`src/rtl/core/d96_pkg.sv`:
```
// Shared types and constants for the 96-bit decimal add/subtract unit.
package d96_pkg;

  localparam int WideBits  = 192;
  localparam int MantBits  = 96;
  localparam int MaxScale  = 28;
  localparam int ScaleBits = 5;
  localparam int CntBits   = $clog2(WideBits + 1);

  typedef logic [WideBits-1:0] wide_t;

  typedef enum logic [1:0] {
    ST_OK    = 2'd0,
    ST_LARGE = 2'd1,
    ST_SMALL = 2'd2
  } status_t;

  typedef enum logic [3:0] {
    S_IDLE,
    S_ALIGN,
    S_CMP,
    S_ADD,
    S_CHECK,
    S_DIV,
    S_ROUND,
    S_DONE
  } state_t;

  // Command and status between the sequencer and the serial unit.
  typedef struct packed {
    logic start;   // begin one bit-serial pass
    logic [1:0] op; // operation selector
  } ser_cmd_t;

  localparam logic [1:0] OpMulA = 2'd0;
  localparam logic [1:0] OpMulB = 2'd1;
  localparam logic [1:0] OpAdd  = 2'd2;
  localparam logic [1:0] OpDiv  = 2'd3;

  typedef struct packed {
    logic busy;
    logic done;
  } ser_sts_t;

endpackage

```
`src/rtl/core/d96_serial.sv`:
```
// Bit-serial datapath: x10, add/subtract and divide by ten on 192-bit words.
module d96_serial (
  input  logic              clk,
  input  logic              rst_n,
  input  d96_pkg::ser_cmd_t cmd,
  input  logic              load,
  input  d96_pkg::wide_t    load_a,
  input  d96_pkg::wide_t    load_b,
  input  logic              sub,
  input  logic              swap,
  output d96_pkg::ser_sts_t sts,
  output d96_pkg::wide_t    a_out,
  output d96_pkg::wide_t    b_out,
  output d96_pkg::wide_t    r_out,
  output logic [3:0]        rem_out
);

  d96_pkg::wide_t a_r, a_nxt, b_r, b_nxt, r_r, r_nxt;
  logic [d96_pkg::CntBits-1:0] cnt_r, cnt_nxt;
  logic busy_r, busy_nxt, done_r, done_nxt;
  logic [1:0] op_r, op_nxt;
  logic [3:0] car_r, car_nxt;   // carry for x10/add, remainder for /10
  logic [4:0] t;
  logic [4:0] rem2;
  logic xb, yb, qb;

  always_comb begin
    a_nxt = a_r; b_nxt = b_r; r_nxt = r_r;
    cnt_nxt = cnt_r; busy_nxt = busy_r; done_nxt = 1'b0;
    op_nxt = op_r; car_nxt = car_r;
    t = '0; rem2 = '0; xb = 1'b0; yb = 1'b0; qb = 1'b0;
    if (load) begin
      a_nxt = load_a;
      b_nxt = load_b;
    end else if (cmd.start) begin
      busy_nxt = 1'b1;
      op_nxt = cmd.op;
      cnt_nxt = '0;
      car_nxt = (cmd.op == d96_pkg::OpAdd && sub) ? 4'd1 : 4'd0;
    end else if (busy_r) begin
      unique case (op_r)
        d96_pkg::OpMulA: begin
          // Each input bit contributes 10 to the running value; carry stays below 10.
          t = {1'b0, car_r} + (a_r[0] ? 5'd10 : 5'd0);
          a_nxt = {t[0], a_r[d96_pkg::WideBits-1:1]};
          car_nxt = t[4:1];
        end
        d96_pkg::OpMulB: begin
          t = {1'b0, car_r} + (b_r[0] ? 5'd10 : 5'd0);
          b_nxt = {t[0], b_r[d96_pkg::WideBits-1:1]};
          car_nxt = t[4:1];
        end
        d96_pkg::OpAdd: begin
          xb = swap ? b_r[0] : a_r[0];
          yb = (swap ? a_r[0] : b_r[0]) ^ sub;
          t = {4'd0, xb} + {4'd0, yb} + {1'b0, car_r};
          a_nxt = {a_r[0], a_r[d96_pkg::WideBits-1:1]};
          b_nxt = {b_r[0], b_r[d96_pkg::WideBits-1:1]};
          r_nxt = {t[0], r_r[d96_pkg::WideBits-1:1]};
          car_nxt = {3'd0, t[1]};
        end
        d96_pkg::OpDiv: begin
          // restoring long division, MSB first
          rem2 = {car_r, r_r[d96_pkg::WideBits-1]};
          qb = (rem2 >= 5'd10);
          car_nxt = qb ? 4'(rem2 - 5'd10) : rem2[3:0];
          r_nxt = {r_r[d96_pkg::WideBits-2:0], qb};
        end
        default: ;
      endcase
      cnt_nxt = cnt_r + 1'b1;
      if (cnt_r == d96_pkg::CntBits'(d96_pkg::WideBits - 1)) begin
        busy_nxt = 1'b0;
        done_nxt = 1'b1;
      end
    end
  end

  always_ff @(posedge clk) begin
    if (!rst_n) begin
      busy_r <= 1'b0;
      done_r <= 1'b0;
      cnt_r  <= '0;
      op_r   <= d96_pkg::OpMulA;
      car_r  <= '0;
    end else begin
      busy_r <= busy_nxt;
      done_r <= done_nxt;
      cnt_r  <= cnt_nxt;
      op_r   <= op_nxt;
      car_r  <= car_nxt;
    end
    a_r <= a_nxt;
    b_r <= b_nxt;
    r_r <= r_nxt;
  end

  assign sts.busy = busy_r;
  assign sts.done = done_r;
  assign a_out = a_r;
  assign b_out = b_r;
  assign r_out = r_r;
  assign rem_out = car_r;

  always_ff @(posedge clk) begin
    if (rst_n && done_r) begin
      assert (!busy_r) else $error("serial unit busy while reporting done");
    end
  end

  property p_start_busy;
    @(posedge clk) disable iff (!rst_n) (cmd.start && !load) |=> busy_r;
  endproperty
  a_start_busy: assert property (p_start_busy) else $error("start did not begin a pass");

  property p_rem_range;
    @(posedge clk) disable iff (!rst_n) (busy_r && op_r == d96_pkg::OpDiv) |-> car_r < 4'd10;
  endproperty
  a_rem_range: assert property (p_rem_range) else $error("remainder out of range");

endmodule

```
`src/rtl/core/decimal96_add_sub_round.sv`:
```
// Top level of the 96-bit sign-magnitude decimal add/subtract unit.
// Usage: one item enters on the in_ stream, one result leaves on the out_ stream. Work is
// bit serial over a 192-bit word: every multiply-by-ten alignment step, the add or subtract
// and every divide-by-ten step is one pass of the shared serial unit over all 192 bits, so
// an item takes 1 + |a_scale - b_scale| + k passes (up to 57 in the worst case), where k is
// the number of digits dropped to bring the sum into 96 bits. Only one item is in work at a
// time; the result sits in an output register while the next item is accepted, and a new
// result waits in the rounding step until that register is free.
module decimal96_add_sub_round (
  input  logic         clk,
  input  logic         rst_n,
  input  logic         in_tvalid,
  output logic         in_tready,
  // action[0], a_low[64:1], a_high[96:65], a_scale[101:97], a_sign[102],
  // b_low[166:103], b_high[198:167], b_scale[203:199], b_sign[204], zero fill
  input  logic [207:0] in_tdata,
  output logic         out_tvalid,
  input  logic         out_tready,
  // r_low[63:0], r_high[95:64], r_scale[100:96], r_sign[101], status[103:102]
  output logic [103:0] out_tdata
);

  d96_pkg::state_t st_r, st_nxt;
  d96_pkg::ser_cmd_t cmd;
  d96_pkg::ser_sts_t sts;
  d96_pkg::wide_t a_w, b_w, r_w, ld_a, ld_b;
  logic [3:0] rem;
  logic [4:0] sa_r, sa_nxt, sb_r, sb_nxt;
  logic [4:0] sa_in, sb_in;
  logic as_r, as_nxt, bs_r, bs_nxt;   // b sign already folded with action
  logic swap_r, swap_nxt, sign_r, sign_nxt;
  logic [3:0] d_r, d_nxt;
  logic stk_r, stk_nxt;
  logic pend_r, pend_nxt;             // an alignment pass is running
  logic load;
  logic [96:0] inc;
  logic up, fits, out_free;
  logic [103:0] res_r, res_nxt;
  logic [95:0] lo96;
  logic [1:0] status;
  logic ovalid_r, ovalid_nxt;

  assign sa_in = (in_tdata[101:97] > 5'(d96_pkg::MaxScale)) ? 5'(d96_pkg::MaxScale)
                                                            : in_tdata[101:97];
  assign sb_in = (in_tdata[203:199] > 5'(d96_pkg::MaxScale)) ? 5'(d96_pkg::MaxScale)
                                                             : in_tdata[203:199];
  assign ld_a = {96'd0, in_tdata[96:1]};
  assign ld_b = {96'd0, in_tdata[198:103]};
  assign in_tready = (st_r == d96_pkg::S_IDLE);
  assign load = in_tvalid && in_tready;
  // The output register may take a new result when it is empty or once the waiting one leaves.
  assign out_free = !ovalid_r || out_tready;
  assign fits = (r_w[d96_pkg::WideBits-1:d96_pkg::MantBits] == '0);
  assign up = (d_r > 4'd5) || (d_r == 4'd5 && (stk_r || r_w[0]));
  assign inc = {1'b0, r_w[95:0]} + {96'd0, up};

  // Next state.
  always_comb begin
    st_nxt = st_r;
    unique case (st_r)
      d96_pkg::S_IDLE:  if (load) st_nxt = d96_pkg::S_ALIGN;
      d96_pkg::S_ALIGN: if (!pend_r && sa_r == sb_r) st_nxt = d96_pkg::S_CMP;
      d96_pkg::S_CMP:   st_nxt = d96_pkg::S_ADD;
      d96_pkg::S_ADD:   if (sts.done) st_nxt = d96_pkg::S_CHECK;
      d96_pkg::S_CHECK: st_nxt = (!fits && sa_r != '0) ? d96_pkg::S_DIV : d96_pkg::S_ROUND;
      d96_pkg::S_DIV:   if (sts.done) st_nxt = d96_pkg::S_CHECK;
      d96_pkg::S_ROUND: if (out_free) st_nxt = d96_pkg::S_DONE;
      d96_pkg::S_DONE:  st_nxt = d96_pkg::S_IDLE;
      default:          st_nxt = d96_pkg::S_IDLE;
    endcase
  end

  // Outputs and datapath control.
  always_comb begin
    cmd = '0;
    sa_nxt = sa_r; sb_nxt = sb_r; as_nxt = as_r; bs_nxt = bs_r;
    swap_nxt = swap_r; sign_nxt = sign_r; d_nxt = d_r; stk_nxt = stk_r;
    pend_nxt = pend_r; res_nxt = res_r;
    lo96 = '0; status = d96_pkg::ST_OK;
    unique case (st_r)
      d96_pkg::S_IDLE: begin
        if (load) begin
          sa_nxt = sa_in; sb_nxt = sb_in;
          as_nxt = in_tdata[102];
          bs_nxt = in_tdata[204] ^ in_tdata[0];
          d_nxt = '0; stk_nxt = 1'b0; pend_nxt = 1'b0;
        end
      end
      d96_pkg::S_ALIGN: begin
        if (pend_r) begin
          if (sts.done) pend_nxt = 1'b0;
        end else if (sa_r < sb_r) begin
          cmd.start = 1'b1; cmd.op = d96_pkg::OpMulA;
          sa_nxt = sa_r + 5'd1; pend_nxt = 1'b1;
        end else if (sb_r < sa_r) begin
          cmd.start = 1'b1; cmd.op = d96_pkg::OpMulB;
          sb_nxt = sb_r + 5'd1; pend_nxt = 1'b1;
        end
      end
      d96_pkg::S_CMP: begin
        swap_nxt = (a_w < b_w);
        sign_nxt = (a_w < b_w) ? bs_r : as_r;
        cmd.start = 1'b1; cmd.op = d96_pkg::OpAdd;
      end
      d96_pkg::S_CHECK: begin
        if (!fits && sa_r != '0) begin
          if (d_r != '0) stk_nxt = 1'b1;
          cmd.start = 1'b1; cmd.op = d96_pkg::OpDiv;
          sa_nxt = sa_r - 5'd1;
        end
      end
      d96_pkg::S_DIV: begin
        if (sts.done) d_nxt = rem;
      end
      d96_pkg::S_ROUND: begin
        lo96 = inc[95:0];
        status = sign_r ? d96_pkg::ST_SMALL : d96_pkg::ST_LARGE;
        if (out_free) begin
          if (!fits || inc[96]) begin
            res_nxt = {status, 102'd0};
          end else begin
            res_nxt = {d96_pkg::ST_OK, sign_r && (lo96 != '0), sa_r, lo96};
          end
        end
      end
      default: ;
    endcase
  end

  d96_serial u_ser (
    .clk     (clk),
    .rst_n   (rst_n),
    .cmd     (cmd),
    .load    (load),
    .load_a  (ld_a),
    .load_b  (ld_b),
    .sub     (as_r != bs_r),
    .swap    (swap_r),
    .sts     (sts),
    .a_out   (a_w),
    .b_out   (b_w),
    .r_out   (r_w),
    .rem_out (rem)
  );

  always_comb begin
    ovalid_nxt = ovalid_r;
    if (out_tvalid && out_tready) ovalid_nxt = 1'b0;
    if (st_r == d96_pkg::S_DONE) ovalid_nxt = 1'b1;
  end

  always_ff @(posedge clk) begin
    if (!rst_n) begin
      st_r <= d96_pkg::S_IDLE;
      ovalid_r <= 1'b0;
      pend_r <= 1'b0;
    end else begin
      st_r <= st_nxt;
      ovalid_r <= ovalid_nxt;
      pend_r <= pend_nxt;
    end
    sa_r <= sa_nxt; sb_r <= sb_nxt; as_r <= as_nxt; bs_r <= bs_nxt;
    swap_r <= swap_nxt; sign_r <= sign_nxt; d_r <= d_nxt; stk_r <= stk_nxt;
    res_r <= res_nxt;
  end

  assign out_tvalid = ovalid_r;
  assign out_tdata = res_r;

  property p_one_in_flight;
    @(posedge clk) disable iff (!rst_n) load |-> st_r == d96_pkg::S_IDLE;
  endproperty
  a_one_in_flight: assert property (p_one_in_flight) else $error("item accepted while busy");

  property p_scale_ok;
    @(posedge clk) disable iff (!rst_n)
      (st_r == d96_pkg::S_ROUND) |-> sa_r <= 5'(d96_pkg::MaxScale);
  endproperty
  a_scale_ok: assert property (p_scale_ok) else $error("result scale out of range");

  property p_done_valid;
    @(posedge clk) disable iff (!rst_n) (st_r == d96_pkg::S_DONE) |=> out_tvalid;
  endproperty
  a_done_valid: assert property (p_done_valid) else $error("result not presented");

endmodule
```
`config.mk`:
```
export PLATFORM = sky130hd
export DESIGN_NAME = decimal96_add_sub_round
export DESIGN_NICKNAME = d
export VERILOG_FILES = /design/src/rtl/core/d96_pkg.sv /design/src/rtl/core/d96_serial.sv /design/src/rtl/core/decimal96_add_sub_round.sv
export SDC_FILE = /design/constraint.sdc
export NUM_CORES = 2
export LEC_CHECK = 0
export ABC_CLOCK_PERIOD_IN_PS = 18870
export BUFFER_PORTS_ARGS = -buffer_cell sky130_fd_sc_hd__buf_4
export CAP_MARGIN = 10
export CORE_MARGIN = 2
export CORE_UTILIZATION = 61
export DETAILED_ROUTE_END_ITERATION = 8
export GPL_ROUTABILITY_DRIVEN = 0
export GPL_TIMING_DRIVEN = 0
export PLACE_DENSITY = 0.81
export SYNTH_ARGS = -nofsm -noshare
export SYNTH_HDL_FRONTEND = slang
export SYNTH_SLANG_ARGS = --single-unit
```
`constraint.sdc`:
```
create_clock -name clk -period 18.87 [get_ports clk]
set_clock_uncertainty 0.2 [all_clocks]
set_input_delay 0 -clock clk [delete_from_list [all_inputs] [get_ports clk]]
set_output_delay 0 -clock clk [all_outputs]
set_load 0.03 [all_outputs]
```
# [Word level (Yosys, flattened, before mapping)]
# Cells that the tools add are included.
[classes] multipliers=0 add_sub_neg=10 eq_ne=27 shift=0 n_bitwise=6 magnitude_cmp=7 div=0 n_reduce_logical=49 muxes=63
[op_table] op="one-hot mux 192 bit (2 select lines)" count=3
[op_table] op="2-to-1 mux 96 bit" count=6
[op_table] op="< comparator 192 bit" count=1
[op_table] op="adder 96 x 1 -> 97 bit" count=1
[op_table] op="logical NOT 96 bit" count=1
[op_table] op="nonzero test 96 bit" count=1
[op_table] op="2-to-1 mux 5 bit" count=10
[op_table] op="2-to-1 mux 4 bit" count=11
[op_table] op="one-hot mux 4 bit (6 select lines)" count=1
[op_table] op="equality test 4 x 3 -> 1 bit, second input constant" count=5
[op_table] op="nonzero test 2 bit" count=9
[op_table] op="2-to-1 mux 1 bit" count=17
[op_table] op="2-to-1 mux 8 bit" count=2
[op_table] op="inequality test 2 bit, second input constant" count=8
[op_table] op="one-hot mux 4 bit (4 select lines)" count=1
[op_table] op="one-hot mux 5 bit (3 select lines)" count=1
[op_table] op="AND reduction 3 bit" count=5
[op_table] op="2-to-1 mux 3 bit" count=4
[op_table] op="AND reduction 4 bit" count=3
[op_table] op="adder 4 x 4 -> 5 bit" count=2
[op_table] op="adder 5 x 1 -> 5 bit, second input constant" count=2
[op_table] op="> comparator 5 bit, second input constant" count=2
[op_table] op="< comparator 5 bit" count=2
[op_table] op="one-hot mux 5 bit (2 select lines)" count=1
[op_table] op="33 further kinds" count=63
[word_totals] in_bits=212 output_inout_bits=106 mem_bits_ro=0 ramBits=0 latchBits=0 regBits=721 mem_count=0

# [Depth between registers and ports, before layout]
[depth] depth_word=9 depth_mapped=15

# [Cells and area by module]
# From an unflattened synthesis, not the netlist that was laid out.
[unflattened] hier_cells=2951 hier_area_um2=38730.9
[by_module_without_submodules] module="d96_serial" area_each_um2=25229.2 instances=1 seq_area_each_um2=17616.9 cells_each=1346
[by_module_without_submodules] module="decimal96_add_sub_round" area_each_um2=13501.7 instances=1 seq_area_each_um2=3793.6 cells_each=1605

# [Least setup slack after synthesis]
# OpenSTA, ideal clock, no wires.
[synth_timing] path_type="flip-flop to flip-flop" from="register sa_r[1]" to="register u_ser.r_r[0] (netlist: u_ser.r_out[0]) (enable)" path_stages_with_launch=10 setup_slack_ns=3.189 t_arrival_ns=14.502 cell_sequence="edfxtp_1 inv_1 ha_1 nor2b_1 o21a_1 o21a_1 o21ai_0 a21oi_1 o221ai_1 nor3_1"
[synth_via] elab_chain_cells=7
[synth_lines] element="start: declaration" line="decimal96_add_sub_round.sv:28" rtl="logic [4:0] sa_r, sa_nxt, sb_r, sb_nxt;"
[synth_lines] element="start signal: assignment" line="decimal96_add_sub_round.sv:162" rtl="sa_r <= sa_nxt; sb_r <= sb_nxt; as_r <= as_nxt; bs_r <= bs_nxt;"
[synth_lines] element="< comparator 5 bit" line="decimal96_add_sub_round.sv:95" rtl="end else if (sb_r < sa_r) begin"
[synth_lines] element="2-to-1 mux 3 bit" line="decimal96_add_sub_round.sv:95"
[synth_lines] element="2-to-1 mux 3 bit" line="decimal96_add_sub_round.sv:92" rtl="end else if (sa_r < sb_r) begin"
[synth_lines] element="2-to-1 mux 3 bit" line="decimal96_add_sub_round.sv:90" rtl="if (pend_r) begin"
[synth_lines] element="one-hot mux 3 bit (3 select lines) *" line="decimal96_add_sub_round.sv:80" rtl="unique case (st_r)"
[synth_lines] element="NOT 1 bit (no line) *"
[synth_lines] element="AND reduction 4 bit (no line) *"
[synth_lines] element="end signal: assignment" line="d96_serial.sv:95" rtl="r_r <= r_nxt;"
[synth_lines] element="end: declaration" line="d96_serial.sv:18" rtl="d96_pkg::wide_t a_r, a_nxt, b_r, b_nxt, r_r, r_nxt;"
# Every way passes the cells marked *; elsewhere a longest branch is shown, timed or not.
# A chain may end at the register's enable or synchronous reset.

# [Worst setup path in the final report]
[layout_timing] from="register u_ser.r_r[0] (netlist: u_ser.r_out[0])" to="register res_r[95] (netlist: out_tdata[95]), data pin"
[layout_via] elab_chain_cells=5
[layout_lines] element="logical OR 1 bit" line="decimal96_add_sub_round.sv:54" rtl="assign up = (d_r > 4'd5) || (d_r == 4'd5 && (stk_r || r_w[0]));"
[layout_lines] element="logical AND 1 bit" line="decimal96_add_sub_round.sv:54"
[layout_lines] element="logical OR 1 bit" line="decimal96_add_sub_round.sv:54"
[layout_lines] element="adder 96 x 1 -> 97 bit *" line="decimal96_add_sub_round.sv:55" rtl="assign inc = {1'b0, r_w[95:0]} + {96'd0, up};"
[layout_lines] element="logical OR 1 bit" line="decimal96_add_sub_round.sv:119" rtl="if (!fits || inc[96]) begin"
[layout_lines] element="end signal: assignment" line="decimal96_add_sub_round.sv:164" rtl="res_r <= res_nxt;"
[layout_lines] element="end: declaration" line="decimal96_add_sub_round.sv:38" rtl="logic [103:0] res_r, res_nxt;"
# Marked as above.

==> impl_metrics.env <==
export IMPL_status="finished, violations left"
export IMPL_violations="max-capacitance violations"
export IMPL_netlist_instances=3766
export IMPL_power_switching_mw=1.927
export IMPL_synth_simple_area_share_pct=18.08
export IMPL_htree_levels=3
export IMPL_row_count=90
export IMPL_cp_start_kind="flop"
export IMPL_p_sw_share_pct=35.67
export IMPL_hpwl_um=69300
export IMPL_ys_seq_area_share_pct=52.30
export IMPL_synthArstFlopShare_pct=0
export IMPL_avgSynthCellArea_um2=9.895
export IMPL_synth_compound_area_share_pct=9.018
export IMPL_coreArea_mm2=0.06036
export IMPL_crit_type="reg2reg"
export IMPL_worstMarginPinSlew_ns=1.492
export IMPL_clk_pin_slew_worst_paths_ns=0.06
export IMPL_yosysUniqueCellTypes=84
export IMPL_muxShareOfSynthArea_pct=6.064
export IMPL_min_period_over_period_pct=27.52
export IMPL_drtIter0Drc=4179
export IMPL_gr_usage_all_layers_pct=36.89
export IMPL_die_area_mm2=0.06308
export IMPL_hold_viol_final=0
export IMPL_fillCellCount=3586
export IMPL_power_frac_comb_pct=29.8
export IMPL_setup_tns_ns=0
export IMPL_routed_wl_um=118500
export IMPL_synth_edff_count=507
export IMPL_setup_viol=0
export IMPL_rsz0062_at_grt="no"
export IMPL_finalMaxSlewViolations=0
export IMPL_seqPwrFrac_pct=41.0
export IMPL_clock_latency_ns=0.65
export IMPL_post_route_util_pct=76.84
export IMPL_start_util_pct=61.74
export IMPL_layout_common_cells="nand2_1 (898), edfxtp_1 (507), buf_4 (318)"
export IMPL_clkPwrFrac_pct=29.2
export IMPL_yosysWarningCount=0
export IMPL_drt_pass1_iter_count=9
export IMPL_fmax_ghz=0.1926
export IMPL_synthXorXnorAreaFrac_pct=2.703
export IMPL_clkSinkCount=720
export IMPL_port_buffers=313
export IMPL_synthesis_nets=4191
export IMPL_cts_root_buf="clkbuf_16"
export IMPL_grt_pass1_vias=32714
export IMPL_dpl_instance_area_mm2=0.04093
export IMPL_grt_max_degree=67
export IMPL_vias=33584
export IMPL_hold_path_class="in2reg"
export IMPL_overflow=0
export IMPL_die_h_um=251.2
export IMPL_power_density_mw_per_mm2=116.5
export IMPL_final_common_cell="nand2_1"
export IMPL_drc=0
export IMPL_p_int_mw=3.476
export IMPL_ir_worst_vdd_mv=0.1271
export IMPL_io_pins=318
export IMPL_wl_per_cell_um=22.25
export IMPL_ys_ff_latch=720
export IMPL_antenna_found_initial=29
export IMPL_maxCapViolations=1
export IMPL_whs_ns=0.01662
export IMPL_die_x_um=251.2
export IMPL_leakage_nw=17.38
export IMPL_critPathArrivalTime_ns=5.32
export IMPL_cts_tree="yes"
export IMPL_numCtsBuffers=75
export IMPL_end_kind="flop"
export IMPL_cp_required_ns=19.00
export IMPL_layout_area_overhead_vs_synth_pct=24.46
export IMPL_yosys_most_used_dff="edfxtp_1"
export IMPL_ctsLongestPathBuffers=3
export IMPL_final_cell_area_mm2=0.04638
export IMPL_viasPerCell=6.303
export IMPL_synth_top_family_by_area="simple AND/OR/NAND/NOR gates"
export IMPL_final_nets=4884
export IMPL_relSlewSlack_pct=0.5608
export IMPL_critPathMaxFanout=10
export IMPL_drt_antenna_violating_nets=0
export IMPL_synth_fa_ha_area_share_pct=7.192
export IMPL_total_power_mw=5.403
export IMPL_drive_gt1_share_pct=16.11
export IMPL_grt_pass1_wl_um=180900
export IMPL_synth_area_mm2=0.03727
export IMPL_fin_crit_ns=5.193
==> logic make-up (layout without fill, tap and decap cells) <==
family	after synthesis	in the layout
AOI/OAI and AO/OA	583	583
DFF	720	720
buffers and inverters	442	1195
muxes	202	202
xor gates and xnor gates	115	115
and+or+nand+nor	1491	1491
other	0	27
adders and majority gates	213	213
==> state kept, by name, indices dropped and copies added (netlist names) <==
register,count
sign_r,1
d_r,4
as_r,1
u_ser.cnt_r,8
pend_r,1
stk_r,1
st_r,3
sa_r,5
swap_r,1
sb_r,5
out_tdata,104
u_ser.busy_r,1
u_ser.done_r,1
bs_r,1
u_ser.rem_out,4
u_ser.a_out,192
u_ser.op_r,2
u_ser.b_out,192
u_ser.r_out,192
out_tvalid,1
==> final cells by class <==
type,count,area [um2],area share (%)
Sequential cell,720,19490,42.02
Tap cell,782,978.4,2.110
Timing Repair Buffer,616,5465,11.78
Antenna cell,27,67.56,0.1457
Inverter,222,833.3,1.797
Clock buffer,99,2196,4.734
Clock inverter,38,381.6,0.8228
Buffer,220,897.1,1.934
Multi-Input combinational cell,2604,16070,34.66
==> final timing paths <==
check,start,end,slack [ns],cells after the start
worst max-delay path,u_ser.r_out[0],out_tdata[95],13.68,14
worst min-delay path,in_tdata[95],u_ser.a_out[94],0.02,4
worst max register to register,u_ser.r_out[0],out_tdata[95],13.68,14
worst min register to register,u_ser.a_out[167],u_ser.a_out[166],0.26,2
==> Yosys cell counts (all sizes together), types with 3 or more instances <==
library cell	instances	area share [%]
a21o	44	0.89
nand3	67	0.93
nand4	97	1.7
o22a	3	0.071
o22ai	3	0.050
edfxtp	507	41
or3	9	0.15
and3	29	0.49
o21ai	158	2.1
nand2b	8	0.13
nand2	900	9.1
dfxtp	213	11
a221oi	5	0.12
a31o	4	0.094
nor2	181	1.8
a31oi	8	0.13
inv	222	2.2
nor2b	14	0.24
nor4	56	1.2
a21oi	271	3.6
a211o	3	0.071
nor3b	6	0.12
xnor2	61	1.4
a211oi	23	0.46
ha	211	7.1
a2111oi	6	0.14
nor4b	3	0.071
nor3	52	0.73
buf	55	0.73
o21a	10	0.20
and4	24	0.56
xor2	54	1.3
or2	7	0.12
and2	17	0.29
a21boi	4	0.081
nand3b	5	0.10
mux2	190	5.7
o31ai	7	0.14
mux2i	12	0.32
o211ai	7	0.14
o221ai	3	0.071
clkbuf	165	1.7
or4	10	0.21
==> power by group through the flow <==
stage	Clock (mW)	Sequential (mW)	Combinational [mW]
after floorplan	0	2.18	0.881
after global placement	0	2.23	1.21
after CTS	1.56	2.17	1.37
after global routing	1.64	2.23	1.72
after detailed placement	0	2.20	1.29
final	1.58	2.22	1.61
==> worst max-delay path, stage by stage (launching register included) <==
cell and delay [ns]:
edfxtp_1 0.41, o21a_1 0.12, o21ai_0 0.06, nand2b_1 0.10
ha_1 0.23, ha_1 0.26, nand3_1 0.25, nor2_2 0.44
nand4_1 0.38, buf_1 0.43, nor2_1 0.43, a31o_2 0.23
clkbuf_1 0.59, clkbuf_1 0.55, nor2_1 0.20
==> routing by layer <==
metal,track usage [%],vias to the layer above,wire length (um)
met2,59.22,2409,54570
met4,22.94,18,9239
met3,11.47,788,12820
li1,-,14662,-
met1,43.15,15707,41680
met5,2.239,-,213
==> what timing repair did <==
| action | 4_1_cts | 5_1_grt |
|---|---|---|
| hold buffers | 280 | 0 |
| setup buffers | 0 | 0 |
| endpoints found under the hold margin | 220 | 0 |
| resized for setup | 0 | 0 |
==> per-stage QoR <==
| stage | setup slack (ns) | std cells |
|---|---|---|
| 2_1_floorplan | 3.189 | 3766 |
| 5_1_grt | 13.56 | 5316 |
| 3_5_place_dp | 13.80 | 4884 |
| 6_report | 13.68 | 5328 |
| 4_1_cts | 13.78 | 5301 |
| 3_3_place_gp | -3.166 | 4861 |
Note: power is estimated with default switching activity, not from simulation.
